==> src/rtl/adc_sample_calibrator_core_macros.svh <==
// assertion macros shared by the calibrator rtl files
`ifndef ADC_SAMPLE_CALIBRATOR_CORE_MACROS_SVH
`define ADC_SAMPLE_CALIBRATOR_CORE_MACROS_SVH
`ifndef SYNTHESIS
// property that must hold at every clock edge out of reset
`define ASC_ASSERT(lbl, prop, msg) \
	lbl: assert property (@(posedge clk) disable iff (!arst_n) prop) else $error(msg);
// condition that must never be seen out of reset
`define ASC_NEVER(lbl, cond, msg) \
	lbl: assert property (@(posedge clk) disable iff (!arst_n) !(cond)) else $error(msg);
`else
`define ASC_ASSERT(lbl, prop, msg)
`define ASC_NEVER(lbl, cond, msg)
`endif
`endif

==> src/rtl/asc_pkg.sv <==
// shared types, codes and widths of the adc sample calibrator
package asc_pkg;

	// converter and conversion constants
	localparam int ADC_BITS = 12;
	localparam int FULL_SCALE_MV = 2400;
	localparam int MV_W = $clog2(FULL_SCALE_MV + 1);
	localparam int RAW_W = ADC_BITS;
	localparam int VAL_W = 32;
	localparam int FRAC_BITS = 16;

	// datapath widths
	localparam int SPAN_W = RAW_W + 1;
	localparam int OPA_W = (MV_W + 1 > SPAN_W) ? MV_W + 1 : SPAN_W;
	localparam int OPB_W = VAL_W + 1;
	localparam int PROD_W = OPA_W + OPB_W;
	localparam int SUM_W = PROD_W + 1;

	// configuration port and queue
	localparam int CFG_IDX_W = 3;
	localparam int QUEUE_DEPTH = 4;
	localparam int QPTR_W = $clog2(QUEUE_DEPTH);

	// register indexes
	localparam logic [CFG_IDX_W-1:0] REG_MODE = 3'd0;
	localparam logic [CFG_IDX_W-1:0] REG_CAL_RAW_LOW = 3'd1;
	localparam logic [CFG_IDX_W-1:0] REG_CAL_RAW_HIGH = 3'd2;
	localparam logic [CFG_IDX_W-1:0] REG_CAL_REF_LOW = 3'd3;
	localparam logic [CFG_IDX_W-1:0] REG_CAL_REF_HIGH = 3'd4;
	localparam logic [CFG_IDX_W-1:0] REG_GAIN = 3'd5;
	localparam logic [CFG_IDX_W-1:0] REG_BIAS = 3'd6;

	// mode codes
	localparam logic [1:0] MODE_MV = 2'd0;
	localparam logic [1:0] MODE_LINEAR = 2'd1;
	localparam logic [1:0] MODE_TWO_POINT = 2'd2;

	typedef enum logic [1:0] {
		STATUS_OK = 2'd0,
		STATUS_CAL_EQUAL = 2'd1,
		STATUS_READ_FAILED = 2'd2
	} status_t;

	// operation picked by the front end
	typedef enum logic [1:0] {
		OP_ZERO = 2'd0,
		OP_MV = 2'd1,
		OP_LINEAR = 2'd2,
		OP_TWO_POINT = 2'd3
	} op_t;

	typedef struct packed {
		logic [RAW_W-1:0] sample;
		logic read_failed;
	} in_item_t;

	typedef struct packed {
		logic signed [VAL_W-1:0] physical_value;
		status_t status;
	} out_item_t;

	typedef struct packed {
		logic [1:0] mode;
		logic [RAW_W-1:0] cal_raw_low;
		logic [RAW_W-1:0] cal_raw_high;
		logic signed [VAL_W-1:0] cal_ref_low;
		logic signed [VAL_W-1:0] cal_ref_high;
		logic signed [VAL_W-1:0] gain;
		logic signed [VAL_W-1:0] bias;
	} cfg_t;

	// classified item between front and back
	typedef struct packed {
		op_t op;
		status_t status;
		logic [RAW_W-1:0] sample;
		logic [MV_W-1:0] mv;
	} q_item_t;

	// one divider stage
	typedef struct packed {
		status_t status;
		logic divide;
		logic neg;
		logic signed [VAL_W-1:0] addend;
		logic [RAW_W-1:0] divisor;
		logic [RAW_W-1:0] rem;
		logic [PROD_W-1:0] dq;
	} div_t;

endpackage

==> src/rtl/asc_queue.sv <==
// short queue between front end and back end
`include "adc_sample_calibrator_core_macros.svh"
module asc_queue (
	input  logic clk,
	input  logic arst_n,
	input  logic push,
	input  asc_pkg::q_item_t push_data,
	output logic full,
	input  logic pop,
	output asc_pkg::q_item_t pop_data,
	output logic empty
);
	import asc_pkg::*;

	q_item_t entry_q [QUEUE_DEPTH];
	logic [QPTR_W-1:0] wr_ptr_q;
	logic [QPTR_W-1:0] rd_ptr_q;
	logic [QPTR_W:0] count_q;

	assign full = (count_q == (QPTR_W+1)'(QUEUE_DEPTH));
	assign empty = (count_q == '0);
	assign pop_data = entry_q[rd_ptr_q];

	// pointers and fill count
	always_ff @(posedge clk or negedge arst_n) begin
		if (!arst_n) begin
			wr_ptr_q <= '0;
			rd_ptr_q <= '0;
			count_q <= '0;
		end else begin
			if (push) begin
				wr_ptr_q <= wr_ptr_q + 1'b1;
			end
			if (pop) begin
				rd_ptr_q <= rd_ptr_q + 1'b1;
			end
			if (push && !pop) begin
				count_q <= count_q + 1'b1;
			end else if (pop && !push) begin
				count_q <= count_q - 1'b1;
			end
		end
	end

	// entry storage
	always_ff @(posedge clk) begin
		if (push) begin
			entry_q[wr_ptr_q] <= push_data;
		end
	end

	`ASC_NEVER(a_q_overflow, push && full && !pop, "queue written while full")
	`ASC_NEVER(a_q_underflow, pop && empty, "queue read while empty")
	`ASC_ASSERT(a_q_count, (push && !pop) |=> (count_q != '0), "fill count lost a transfer")

endmodule

==> config.mk <==
export PLATFORM = sky130hd
export DESIGN_NAME = asc_queue
export DESIGN_NICKNAME = d
export VERILOG_FILES = /design/src/rtl/asc_pkg.sv /design/src/rtl/asc_queue.sv
export VERILOG_INCLUDE_DIRS = /design/src /design/src/rtl
export SDC_FILE = /design/constraint.sdc
export NUM_CORES = 1
export LEC_CHECK = 0
export ABC_AREA = 1
export BUFFER_PORTS_ARGS = -buffer_cell sky130_fd_sc_hd__buf_4
export CORE_MARGIN = 5
export CORE_UTILIZATION = 30
export CTS_CLUSTER_SIZE = 24
export DETAILED_ROUTE_END_ITERATION = 8
export PLACE_DENSITY_LB_ADDON = 0.05
export SETUP_SLACK_MARGIN = 0.05
export SYNTH_ARGS = -nofsm -noshare
export SYNTH_HDL_FRONTEND = slang
export SYNTH_SLANG_ARGS = --single-unit
==> constraint.sdc <==
create_clock -name clk -period 3.04 [get_ports clk]
set_input_delay 0.456 -clock clk [delete_from_list [all_inputs] [get_ports clk]]
set_output_delay 0.456 -clock clk [all_outputs]
set_load 0.005 [all_outputs]
-- Word-level counts from Yosys, hierarchy flattened
Memory sizes are Yosys's and may differ from the RTL's.
Cells that the tools add are included.
- add/sub/neg operators: 4
- equality and inequality tests: 1
- multiplexer cells: 4
- reduce and logical (&&, ||, !) cells: 6
- operators by type and width (operator ; number):
    3-bit two-way mux ; 2
    2-bit by 1-bit adder with 2-bit output (second input constant) ; 2
    3-bit by 1-bit adder with 3-bit output (second input constant) ; 1
    3-bit equality test (second input constant) ; 1
    3-bit logical NOT ; 1
    3-bit by 1-bit subtractor with 3-bit output (second input constant) ; 1
    1-bit logical AND ; 2
    1-bit logical NOT ; 2
    1-bit two-way mux ; 2
    2-bit nonzero test ; 1
- bits in registers: 7
- memory bits (writable): 112
- output and inout bits: 30
- memories kept: 1
- memories (memory ; words ; width ; rd ports ; clocked after memory_dff ; wr ports ; line ; RTL):
    entry_q ; 4 ; 28 ; 1 ; 0 ; 1 ; asc_queue.sv:15 ; q_item_t entry_q [QUEUE_DEPTH];

-- Depth between registers and ports, before layout
- word-level depth: 4
- mapped depth: 9

-- Least setup slack after synthesis
No wires, ideal clock.
- kind: input-to-reg
- from: input push
- to: memory entry_q[1][0] (netlist bit) (enable)
- setup time: 383 ps
- data arrival time: 1301 ps
- data required time: 2657 ps
- setup slack: 1356 ps
- stages on the path: 3
- buffers on the path: 1
- cells stage by stage: clkbuf_1 > nand2_1 > inv_1
- cells in the longest elaborated chain, start to end: 2
- ends and longest elaborated chain (what ; line ; RTL):
    start: declaration ; asc_queue.sv:6 ; input logic push,
    1-bit two-way mux ; asc_queue.sv:47 ; if (push) begin
    1-bit two-way mux (implied by the code) ; asc_queue.sv:48 ; entry_q[wr_ptr_q] <= push_data;
    end: declaration ; asc_queue.sv:15 ;
No other way between the ends.

==> impl_summary.md <==
Die
The floorplan has 47 rows. In this run the count of I/O pins placed on the die edge is 62. The starting density of the core is 30.5%. The floorplan step defined a core boundary enclosing 16500 um^2. The x dimension of the die is 140 um. The height of the die is 140 um. The die covers 19500 um^2.

Power
The peak supply drop is 0.000439 V. For this design the ratio of total power to cell area is 1020 nW/um^2. The leakage power summed over all cells is 2.57 nW.

Setup path
The cell family contributing the most delay on the critical path is flip-flops. The signal on the critical path passes through buf_4, nand2_1, o211ai_2, nand2_1, buf_4. STA puts the critical path data required time at 2580 ps. The worst setup path is of the flop to output pin kind. STA puts the critical path data arrival time at 2030 ps. The element type at the critical path end is an output pin. The peak per-stage delay on the critical path is 740 ps. The startpoint type of the worst setup path is a flop. The largest fanout on the critical path is 39. The cell type of the slowest stage on the worst timing path is sky130_fd_sc_hd__dfrtp_4. The critical path contains buffers and inverters numbering 2 combined.

GRT
The number of antenna violations at the first check in global routing is 0. Entering global routing, the biggest net connects 49 pins. The first-pass GRT wire length is 16.4 mm.

The remaining global-route overflow is 0. The number of global-route vias before repair was 2898. The overall global routing resource usage is 11.1%.

Place
The setup slack at placement is 874 ps. The placed standard-cell area is 5680 um^2. Detailed placement finished with a half-perimeter wire length of 6.21 mm. The weighted congestion at the end of routability-driven global placement is 0.722. The number of port buffers is 61.

Cells and area
Summing all non-filler instances in the final layout gives an area of 6310 um^2. Compared with the post-synthesis result, the final layout area differs by 25.1%. The number of antenna diodes in the final layout is 0.

The final core utilization is 38.2%. Of the cells placed in the final design, the portion with a size suffix greater than 1 is 27.9%. The final layout contains 481 nets. The count of fill cells added during filler insertion is 1585.

Route
The remaining routing DRC violations is 0. After detailed routing, the average wire length per cell comes to 15.3 um. The final layout contains routed wiring with a total length of 10.3 mm. The first-pass iteration count of the detailed router is 4. The via count normalized by instance count is 4.24.

For this block, the initial DRC count from the detailed router was 124. The final route contains 2866 vias. In this run the remaining antenna-violating nets after routing total 0.

Timing
The final setup violation count is 0. The worst clock skew is 5.91 ps. For the pin with the worst max-slew slack, the measured transition is 940 ps. Setup slack on the critical path of the routed design comes to 556 ps. The setup TNS after final layout is 0 ps.

In this run the tightest slew margin relative to its limit is 37.2%. Setup repair after global routing left no endpoint under its margin. The shortest clock period the worst path allows after layout is 2480 ps. Hold is met by 244 ps. The final period utilization is 81.7%. The timing-limited maximum frequency is 403 MHz. The number of max-slew violations in the final report was 0. The final hold violation count is 0.

Yosys
The synthesized area per cell is 13.4 um^2. The largest area contributor in the netlist is sky130_fd_sc_hd__edfxtp_1. The count of synthesis-stage warnings from yosys is 0. The register bit total from synthesis is 119.

The synthesized netlist occupies a cell area of 5040 um^2. In the post-synthesis netlist, the biggest area contributors are sky130_fd_sc_hd__edfxtp_1, sky130_fd_sc_hd__o211ai_2, sky130_fd_sc_hd__nand2_1, sky130_fd_sc_hd__inv_1, sky130_fd_sc_hd__o211ai_1. Among all flip-flop cells after synthesis, the most frequent one is sky130_fd_sc_hd__edfxtp_1. Counting flops with an async set or reset pin after synthesis yields a share of 5.88%. The cell with the most instances after synthesis is sky130_fd_sc_hd__edfxtp_1. The commonest cells after synthesis are sky130_fd_sc_hd__edfxtp_1, sky130_fd_sc_hd__nand2_1, sky130_fd_sc_hd__inv_1. The fraction of post-synthesis cell area in the top cell type by area is 66.7%. Sequential elements use 70.2% of the synthesized area. Synthesis produced a netlist whose cell count is 375. The count of flip-flops with a built-in enable after synthesis is 112. The count of cell types in the netlist is 20. The net count after synthesis is 413.

Clock tree
The root buffer cell is sky130_fd_sc_hd__clkbuf_16. TritonCTS built the clock tree. The clock insertion delay at the later pin of the skew report is 400 ps.

Counting the buffers created by CTS gives 17. The clock-pin slew on the worst setup and hold paths is 50 ps. The H-tree generated during clock tree synthesis spans 4 levels. The maximum buffer depth of the clock tree is 2.

The post-CTS setup buffer count is 0. The number of hold buffers added after CTS was 1. The CTS sink count is 119. The number of gates resized after CTS was 0.

Job
The max capacitance violation total is 0.

Run status
The flow ran to the end, and the final reports show no timing, DRC or antenna violations.

Min path
The worst hold path belongs to the class input pin to flop.
-- cell type report --
cell class	count	area (um^2)	share of cell area (%)
multi-input combinational	168	1080	17.2
tap	220	275	4.37
sequential	119	3540	56.2
clock buffer	19	433	6.87
timing repair buffer	69	533	8.45
clock inverter	13	184	2.92
inverter	68	255	4.05
-- flip-flops by register name (all words and copies together), names as in the netlist --
name      cells
count_q       3
entry_q     112
rd_ptr_q      2
wr_ptr_q      2
-- stage by stage --
stage	cells	total power [mW]
after floorplan	375	3.63
after global placement	643	4.42
after detailed placement	643	4.43
after CTS	676	6.56
after global routing	676	6.84
final	676	6.44
-- cells in the final DEF (no fill, tap or decap) --
cell type	count
sky130_fd_sc_hd__edfxtp_1	112
sky130_fd_sc_hd__nand2_1	97
sky130_fd_sc_hd__buf_4	67
sky130_fd_sc_hd__inv_1	63
sky130_fd_sc_hd__o211ai_2	31
sky130_fd_sc_hd__o211ai_1	25
sky130_fd_sc_hd__clkbuf_16	17
sky130_fd_sc_hd__clkinv_1	8
sky130_fd_sc_hd__dfrtp_1	6
sky130_fd_sc_hd__ha_1	5
sky130_fd_sc_hd__bufinv_16	5
sky130_fd_sc_hd__xor2_1	3
sky130_fd_sc_hd__clkinv_2	3
sky130_fd_sc_hd__inv_2	2
sky130_fd_sc_hd__nor3_1	2
sky130_fd_sc_hd__clkbuf_1	2
sky130_fd_sc_hd__xnor2_1	1
sky130_fd_sc_hd__o21ai_1	1
sky130_fd_sc_hd__nand3_1	1
sky130_fd_sc_hd__nand4_1	1
sky130_fd_sc_hd__fa_1	1
sky130_fd_sc_hd__dlygate4sd3_1	1
sky130_fd_sc_hd__buf_12	1
sky130_fd_sc_hd__dfrtp_4	1
-- power breakdown --
part	leakage, nW	internal [mW]	total [mW]	switching [mW]
Sequential	1.11	2.16	2.36	0.197
Clock	0.302	1.43	2.11	0.679
Combinational	1.16	0.845	1.96	1.12
-- kinds of logic after synthesis --
logic type | share of synthesized area, %
xor+xnor | 0.695
flops | 70.2
buf+inv | 8.31
compound gates | 11.5
simple gates | 7.64
fa+ha+maj | 1.64
-- final timing paths --
kind / start / end / slack (ps) / cells after the start
min in group asynchronous: arst_n / count_q[2] / 400 / 2
setup reg to reg: wr_ptr_q[1] / entry_q[1][17] / 990 / 5
max in group asynchronous: arst_n / rd_ptr_q[0] / 2500 / 2
hold / removal: pop / rd_ptr_q[0] / 240 / 2
setup / recovery: rd_ptr_q[0] / pop_data[3] / 560 / 5
hold reg to reg: count_q[2] / count_q[2] / 500 / 2
-- routing by layer --
metal / vias to the layer above / global-route usage (%) / share of wire, %
met2: 54 / 16.7 / 47
met5: - / 0 / 0
met3: 9 / 3.91 / 4.0
met4: 0 / 4.13 / 1.2
li1: 1422 / - / -
met1: 1381 / 14.8 / 48
Power figures use the tool's default switching activity.
