### src/rtl/adc_sample_calibrator_core_macros.svh
// assertion macros shared by the calibrator rtl files
`ifndef ADC_SAMPLE_CALIBRATOR_CORE_MACROS_SVH
`define ADC_SAMPLE_CALIBRATOR_CORE_MACROS_SVH
`ifndef SYNTHESIS
// property that must hold at every clock edge out of reset
`define ASC_ASSERT(lbl, prop, msg) \
	lbl: assert property (@(posedge clk) disable iff (!arst_n) prop) else $error(msg);
// condition that must never be seen out of reset
`define ASC_NEVER(lbl, cond, msg) \
	lbl: assert property (@(posedge clk) disable iff (!arst_n) !(cond)) else $error(msg);
`else
`define ASC_ASSERT(lbl, prop, msg)
`define ASC_NEVER(lbl, cond, msg)
`endif
`endif

### src/rtl/asc_pkg.sv
// shared types, codes and widths of the adc sample calibrator
package asc_pkg;

	// converter and conversion constants
	localparam int ADC_BITS = 12;
	localparam int FULL_SCALE_MV = 2400;
	localparam int MV_W = $clog2(FULL_SCALE_MV + 1);
	localparam int RAW_W = ADC_BITS;
	localparam int VAL_W = 32;
	localparam int FRAC_BITS = 16;

	// datapath widths
	localparam int SPAN_W = RAW_W + 1;
	localparam int OPA_W = (MV_W + 1 > SPAN_W) ? MV_W + 1 : SPAN_W;
	localparam int OPB_W = VAL_W + 1;
	localparam int PROD_W = OPA_W + OPB_W;
	localparam int SUM_W = PROD_W + 1;

	// configuration port and queue
	localparam int CFG_IDX_W = 3;
	localparam int QUEUE_DEPTH = 4;
	localparam int QPTR_W = $clog2(QUEUE_DEPTH);

	// register indexes
	localparam logic [CFG_IDX_W-1:0] REG_MODE = 3'd0;
	localparam logic [CFG_IDX_W-1:0] REG_CAL_RAW_LOW = 3'd1;
	localparam logic [CFG_IDX_W-1:0] REG_CAL_RAW_HIGH = 3'd2;
	localparam logic [CFG_IDX_W-1:0] REG_CAL_REF_LOW = 3'd3;
	localparam logic [CFG_IDX_W-1:0] REG_CAL_REF_HIGH = 3'd4;
	localparam logic [CFG_IDX_W-1:0] REG_GAIN = 3'd5;
	localparam logic [CFG_IDX_W-1:0] REG_BIAS = 3'd6;

	// mode codes
	localparam logic [1:0] MODE_MV = 2'd0;
	localparam logic [1:0] MODE_LINEAR = 2'd1;
	localparam logic [1:0] MODE_TWO_POINT = 2'd2;

	typedef enum logic [1:0] {
		STATUS_OK = 2'd0,
		STATUS_CAL_EQUAL = 2'd1,
		STATUS_READ_FAILED = 2'd2
	} status_t;

	// operation picked by the front end
	typedef enum logic [1:0] {
		OP_ZERO = 2'd0,
		OP_MV = 2'd1,
		OP_LINEAR = 2'd2,
		OP_TWO_POINT = 2'd3
	} op_t;

	typedef struct packed {
		logic [RAW_W-1:0] sample;
		logic read_failed;
	} in_item_t;

	typedef struct packed {
		logic signed [VAL_W-1:0] physical_value;
		status_t status;
	} out_item_t;

	typedef struct packed {
		logic [1:0] mode;
		logic [RAW_W-1:0] cal_raw_low;
		logic [RAW_W-1:0] cal_raw_high;
		logic signed [VAL_W-1:0] cal_ref_low;
		logic signed [VAL_W-1:0] cal_ref_high;
		logic signed [VAL_W-1:0] gain;
		logic signed [VAL_W-1:0] bias;
	} cfg_t;

	// classified item between front and back
	typedef struct packed {
		op_t op;
		status_t status;
		logic [RAW_W-1:0] sample;
		logic [MV_W-1:0] mv;
	} q_item_t;

	// one divider stage
	typedef struct packed {
		status_t status;
		logic divide;
		logic neg;
		logic signed [VAL_W-1:0] addend;
		logic [RAW_W-1:0] divisor;
		logic [RAW_W-1:0] rem;
		logic [PROD_W-1:0] dq;
	} div_t;

endpackage

### src/rtl/asc_front.sv
// front end: configuration registers, input stage and classification
module asc_front (
	input  logic clk,
	input  logic arst_n,
	input  logic cfg_we,
	input  logic [asc_pkg::CFG_IDX_W-1:0] cfg_index,
	input  logic [asc_pkg::VAL_W-1:0] cfg_data,
	input  logic sample_valid,
	output logic sample_stall,
	input  asc_pkg::in_item_t sample_data,
	output asc_pkg::cfg_t cfg,
	output logic push,
	output asc_pkg::q_item_t push_data,
	input  logic full
);
	import asc_pkg::*;

	cfg_t cfg_q;
	logic vld_s1;
	q_item_t item_s1;
	q_item_t item_c;
	logic take;
	logic [RAW_W+MV_W-1:0] mv_prod;

	// configuration registers
	always_ff @(posedge clk or negedge arst_n) begin
		if (!arst_n) begin
			cfg_q.mode <= MODE_MV;
			cfg_q.cal_raw_low <= '0;
			cfg_q.cal_raw_high <= '1;
			cfg_q.cal_ref_low <= '0;
			cfg_q.cal_ref_high <= '0;
			cfg_q.gain <= VAL_W'(32'sd65536);
			cfg_q.bias <= '0;
		end else if (cfg_we) begin
			unique case (cfg_index)
				REG_MODE: cfg_q.mode <= cfg_data[1:0];
				REG_CAL_RAW_LOW: cfg_q.cal_raw_low <= cfg_data[RAW_W-1:0];
				REG_CAL_RAW_HIGH: cfg_q.cal_raw_high <= cfg_data[RAW_W-1:0];
				REG_CAL_REF_LOW: cfg_q.cal_ref_low <= $signed(cfg_data);
				REG_CAL_REF_HIGH: cfg_q.cal_ref_high <= $signed(cfg_data);
				REG_GAIN: cfg_q.gain <= $signed(cfg_data);
				REG_BIAS: cfg_q.bias <= $signed(cfg_data);
				default: ;
			endcase
		end
	end

	assign cfg = cfg_q;

	// millivolts, truncated
	assign mv_prod = {{MV_W{1'b0}}, sample_data.sample} * (RAW_W+MV_W)'(FULL_SCALE_MV);

	// classify the sample
	always_comb begin
		item_c.sample = sample_data.sample;
		item_c.mv = mv_prod[RAW_W+MV_W-1:RAW_W];
		priority if (sample_data.read_failed) begin
			item_c.op = OP_ZERO;
			item_c.status = STATUS_READ_FAILED;
		end else if (cfg_q.mode == MODE_TWO_POINT) begin
			if (cfg_q.cal_raw_low == cfg_q.cal_raw_high) begin
				item_c.op = OP_ZERO;
				item_c.status = STATUS_CAL_EQUAL;
			end else begin
				item_c.op = OP_TWO_POINT;
				item_c.status = STATUS_OK;
			end
		end else if (cfg_q.mode == MODE_LINEAR) begin
			item_c.op = OP_LINEAR;
			item_c.status = STATUS_OK;
		end else begin
			item_c.op = OP_MV;
			item_c.status = STATUS_OK;
		end
	end

	// input stage handshake
	assign push = vld_s1 && !full;
	assign sample_stall = vld_s1 && full;
	assign take = sample_valid && !sample_stall;
	assign push_data = item_s1;

	always_ff @(posedge clk or negedge arst_n) begin
		if (!arst_n) begin
			vld_s1 <= 1'b0;
		end else if (take) begin
			vld_s1 <= 1'b1;
		end else if (push) begin
			vld_s1 <= 1'b0;
		end
	end

	always_ff @(posedge clk) begin
		if (take) begin
			item_s1 <= item_c;
		end
	end

endmodule

### config.mk
export PLATFORM = sky130hd
export DESIGN_NAME = asc_front
export DESIGN_NICKNAME = d
export VERILOG_FILES = /design/src/rtl/adc_sample_calibrator_core_macros.svh /design/src/rtl/asc_pkg.sv /design/src/rtl/asc_front.sv
export SDC_FILE = /design/constraint.sdc
export NUM_CORES = 1
export LEC_CHECK = 0
export BUFFER_PORTS_ARGS = -buffer_cell sky130_fd_sc_hd__buf_2
export CORE_ASPECT_RATIO = 1.5
export CORE_MARGIN = 3
export CORE_UTILIZATION = 40
export DETAILED_ROUTE_END_ITERATION = 8
export GPL_ROUTABILITY_DRIVEN = 0
export GPL_TIMING_DRIVEN = 1
export PLACE_DENSITY_LB_ADDON = 0.05
export SLEW_MARGIN = 20
export SYNTH_ARGS = -nofsm -noshare
export SYNTH_HDL_FRONTEND = slang
export SYNTH_SLANG_ARGS = --single-unit
### constraint.sdc
create_clock -name clk -period 2.7 [get_ports clk]
set_clock_uncertainty 0.15 [all_clocks]
set_input_delay 0.135 -clock clk [delete_from_list [all_inputs] [get_ports clk]]
set_output_delay 0.135 -clock clk [all_outputs]
set_load 0.01 [all_outputs]
== Yosys cells after proc, flatten, opt, wreduce, memory -nomap -nowiden ==
Index checks and enable logic that the tools add are counted.

* Bits in registers: 183
* Input port bits: 53
* Output and inout bits: 184
* Word-level logic and storage cells: 41

* $mul: 1
* Eq/ne operators: 9
* Multiplexer cells: 5
* Reduce and logical (&&, ||, !) cells: 14

{| class="wikitable"
|+ Operators by type and width
! cell !! count
|-
| multiplier 12 x 7 -> 19 bit (second input constant) || 1
|-
| AND reduction 2 bit || 7
|-
| == test 12 bit || 1
|-
| 2-to-1 mux 4 bit || 3
|-
| == test 3 bit (second input constant) || 3
|-
| == test 3 x 2 -> 1 bit (second input constant) || 2
|-
| == test 3 x 1 -> 1 bit (second input constant) || 1
|-
| logical AND 1 bit || 3
|-
| zero test 3 bit || 1
|-
| == test 2 x 1 -> 1 bit (second input constant) || 1
|-
| == test 2 bit (second input constant) || 1
|-
| zero test 1 bit || 2
|-
| 2-to-1 mux 1 bit || 2
|-
| nonzero test 2 bit || 1
|}

== Longest topological paths before layout ==
* Depth in word-level cells: 4
* Gate-level depth with buffers: 13

== Least setup slack after synthesis ==
OpenSTA, ideal clock, no wires.

* Path kind: in2reg
* Start: input sample_data[6] (netlist bit)
* End: register item_s1 (netlist bit push_data[9]) (data pin)
* Data arrival time: 3205 ps
* Data required time: 2360 ps
* Slack: -845 ps
* Stages on the path: 12
* Path through: ha_1 -> ha_1 -> fa_1 -> inv_1 -> fa_1 -> inv_1 -> ha_1 -> a21o_1 -> a221oi_1 -> o21ai_2 -> nor3b_1 -> a2111oi_2

{| class="wikitable"
|+ RTL lines
! item !! RTL line !! source
|-
| start, declared || asc_front.sv:10 || <nowiki>input asc_pkg::in_item_t sample_data,</nowiki>
|-
| end signal, assigned || asc_front.sv:96 || <nowiki>item_s1 <= item_c;</nowiki>
|-
| end, declared || asc_front.sv:20 || <nowiki>q_item_t item_s1;</nowiki>
|}

==> results.cfg <==
[critical_path]
cpLargestDelayFamily = adder cells
r2r_start = cfg[131]$_DFFE_PN1P_
path_buf_inv = 3
path_class = input pin to register
r2r_slack_ns = 0.63
path_common_cell = ha_4
start_kind = input pin
ff2ff_path_depth = 5
cp-end-kind = register
path_cells = buf_8 -> ha_4 -> ha_4 -> inv_2 -> fa_1 -> fa_1 -> inv_2 -> ha_4 -> and3_4 -> a221oi_4 -> o21ai_2 -> nor3b_2 -> a2111oi_2
critPathRequiredTime_ns = 2.78
timing.rr.end = push_data[27]$_SDFFCE_PP0P_
slowest_stage = fa_1
arrival_ns = 2.99
cp.depth = 13
critPathMaxStageDelay_ns = 0.50
path_max_fanout = 6

[synth]
ys_seq_area_share_pct = 57.1
yosys.area_share.xor_xnor_pct = 2.22
yosysWarnings = 0
synthSimpleGateAreaFrac_pct = 3.18
syn_nets = 676
ys_top_cells_by_area = dfrtp_1 43%, mux2_2 20%, edfxtp_1 10%
synth_top_family_by_area = multiplexers
yosys-mux-area-fraction_pct = 20.8
synth_area_sq_um = 8300
synth_top_area_share_pct = 42.8
synth_adder_area_share_pct = 10.8
synth-compound-area-share_pct = 3.30
synth_cell_types = 46
synth_top_cell_by_area = dfrtp_1
syn_inst = 560
ys_seq_elements = 183
avgSynthCellArea_sq_um = 14.8

[clock_network]
cts_buffers = 17
clk_root_buffer_cell = clkbuf_16
h-tree-depth = 4
clock_path_buffers = 2
clk_latency_ns = 0.43
cts.sink_count = 183
cts_tree = yes
cts.clk_slew.worst_paths_ns = 0.07

[timing]
tightest_slew_ns = 0.519
max-slew-margin-rel_pct = 65.1
slew_viol_final = 0
post-route-period-util_pct = 108
final_hold_viol_count = 0
fmax_mhz = 344
setup-violations-final = 9
finalWorstSetupSlack_ns = -0.207
min_period_ns = 2.91
whs_ns = 0.0341
rsz0062_at_grt = true

[power_and_ir_drop]
p_leak_uw = 0.00556
ir_worst_vdd_v = 0.000424
p_per_area_nw_per_um2 = 834

[global_routing]
met2_usage_pct = 36.9
grtUsageMet1_pct = 22.0
grt_max_degree = 56
antenna_found_initial = 0
grt_overflow_total = 0
grt_pass1_wl_um = 34900
grt_use_met3_pct = 5.67
top_usage_layer = met2
grt_pass1_vias = 6382
grtUsageTotal_pct = 20.4

[place]
post-dp-hpwl_um = 16600
portBuffers = 236

[cells_and_area]
final_cell_mix = 229 x buf_2, 151 x mux2_2, 142 x dfrtp_1
drive_above_1_share_pct = 60.1
final_core_util_pct = 58.9
n_fill_cell = 1627
final_common_cell = buf_2
synthToLayoutAreaGrowth_pct = 42.8
layout.nets = 1023
antenna_cells = 0

[floorplan]
die_w_um = 124
boundaryPins = 237
die_h_um = 182
rows = 63
coreArea_sq_um = 20100
die-area_sq_um = 22500
initial_core_util_pct = 41.3

[detailed_routing]
viasPerCell = 4.92
dr.pass1.iters = 4
drc = 0
drt.antenna.violating_nets = 0
num_vias = 5803
detail_route.iter0.violations = 156
wl_per_cell_um = 19.0
totalWireLength_um = 22400

[status]
violations = negative setup slack
outcome = finished, violations left

[hold_path]
hp-class = input pin to register
min_to = push_data[22]$_DFFE_PP_
min_path_cells = 3
min_from = sample_data[11]

[flow_run]
drv_cap = 0
==> how the worst max path moves through the flow <==
stage,endpoint,startpoint,slack (ns)
after floorplan,push_data[11]$_DFFE_PP_,sample_data[5],-0.57
after global placement,push_data[11]$_DFFE_PP_,sample_data[7],-0.76
after detailed placement,push_data[9]$_DFFE_PP_,sample_data[7],-0.79
after CTS,push_data[9]$_DFFE_PP_,sample_data[9],-0.21
after global routing,push_data[6]$_DFFE_PP_,sample_data[9],-0.32
final,push_data[9]$_DFFE_PP_,sample_data[9],-0.21
==> cell families after synthesis <==
kind of cell / count (synthesis)
AND/OR/NAND/NOR: 46
flip-flops: 183
adder cells (fa/ha/maj): 63
XOR/XNOR: 21
buffers and inverters: 57
AO/OA/AOI/OAI: 37
multiplexers: 153
==> final cells by class <==
type	count	area, sq um	area share [%]
repair buffers	348	2250	19.0
well taps	260	325	2.75
inverters	37	139	1.17
multi-input cells	320	3760	31.8
clock inverters	12	164	1.38
clock buffers	20	467	3.94
flip-flops and latches	183	4740	40.0
==> cell usage after synthesis, drive strengths merged <==
library cell	count
a211oi	1
dfrtp	142
nor4	3
clkbuf	13
nand2b	2
dfstp	13
ha	49
o211a	1
or3	1
nor2b	2
or2	1
mux2	152
nand3	5
nor3	4
nor3b	4
and3	2
inv	37
a221oi	2
edfxtp	28
buf	7
mux2i	1
a31oi	3
a211o	1
nand2	9
a2111oi	1
nand4	4
o21ai	6
o21bai	2
o21a	1
xor2	17
o221ai	1
a21o	6
or3b	1
a21oi	10
nor2	3
and4	1
o31ai	1
a22oi	1
nand4b	3
and2	1
xnor2	4
fa	14
==> worst reg2reg max path: cells and delay by family (launching register included) <==
kind             cells  cell delay (ns)
XOR/XNOR             1             0.07
AND/OR/NAND/NOR      3             0.82
AO/OA/AOI/OAI        1             0.23
flip-flops           1             0.56
==> per-stage QoR <==
step | power, uW | cells | area [sq um] | setup TNS (ns) | worst slack, ns
6_report | 9880 | 1180 | 11800 | -1.22 | -0.207
5_1_grt | 10400 | 1180 | 11800 | -1.84 | -0.320
4_1_cts | 9890 | 1178 | 11700 | -1.10 | -0.213
3_5_place_dp | 6970 | 1094 | 10400 | -7.14 | -0.785
3_3_place_gp | 6880 | 1094 | 10400 | -6.83 | -0.759
2_1_floorplan | 5550 | 560 | 8530 | -3.59 | -0.567
==> registers in the layout, summed over array words and instances, names as in the netlist <==
name and cells:
push_data 28, cfg 154, vld_s1 1
==> report_power, final <==
part           internal (uW)  leakage (uW)  switching [uW]
clock                   1550      0.000308            1080
sequential              3480       0.00211             326
combinational           1780       0.00315            1660
==> metal layers <==
layer / vias to the layer above / part of all wire [%]
li1: 2686 / -
met1: 2908 / 37
met2: 171 / 54
met3: 38 / 5.6
met4: 0 / 3.2
met5: - / 0
==> what timing repair did <==
action                     4_1_cts  5_1_grt
hold buffers                    49        0
resized for setup               33       17
hold endpoints to repair       253        0
buffers inserted                 3        2
pin swaps                       17       15
setup endpoints to repair        9       11
Note: power is estimated with default switching activity, not from simulation.
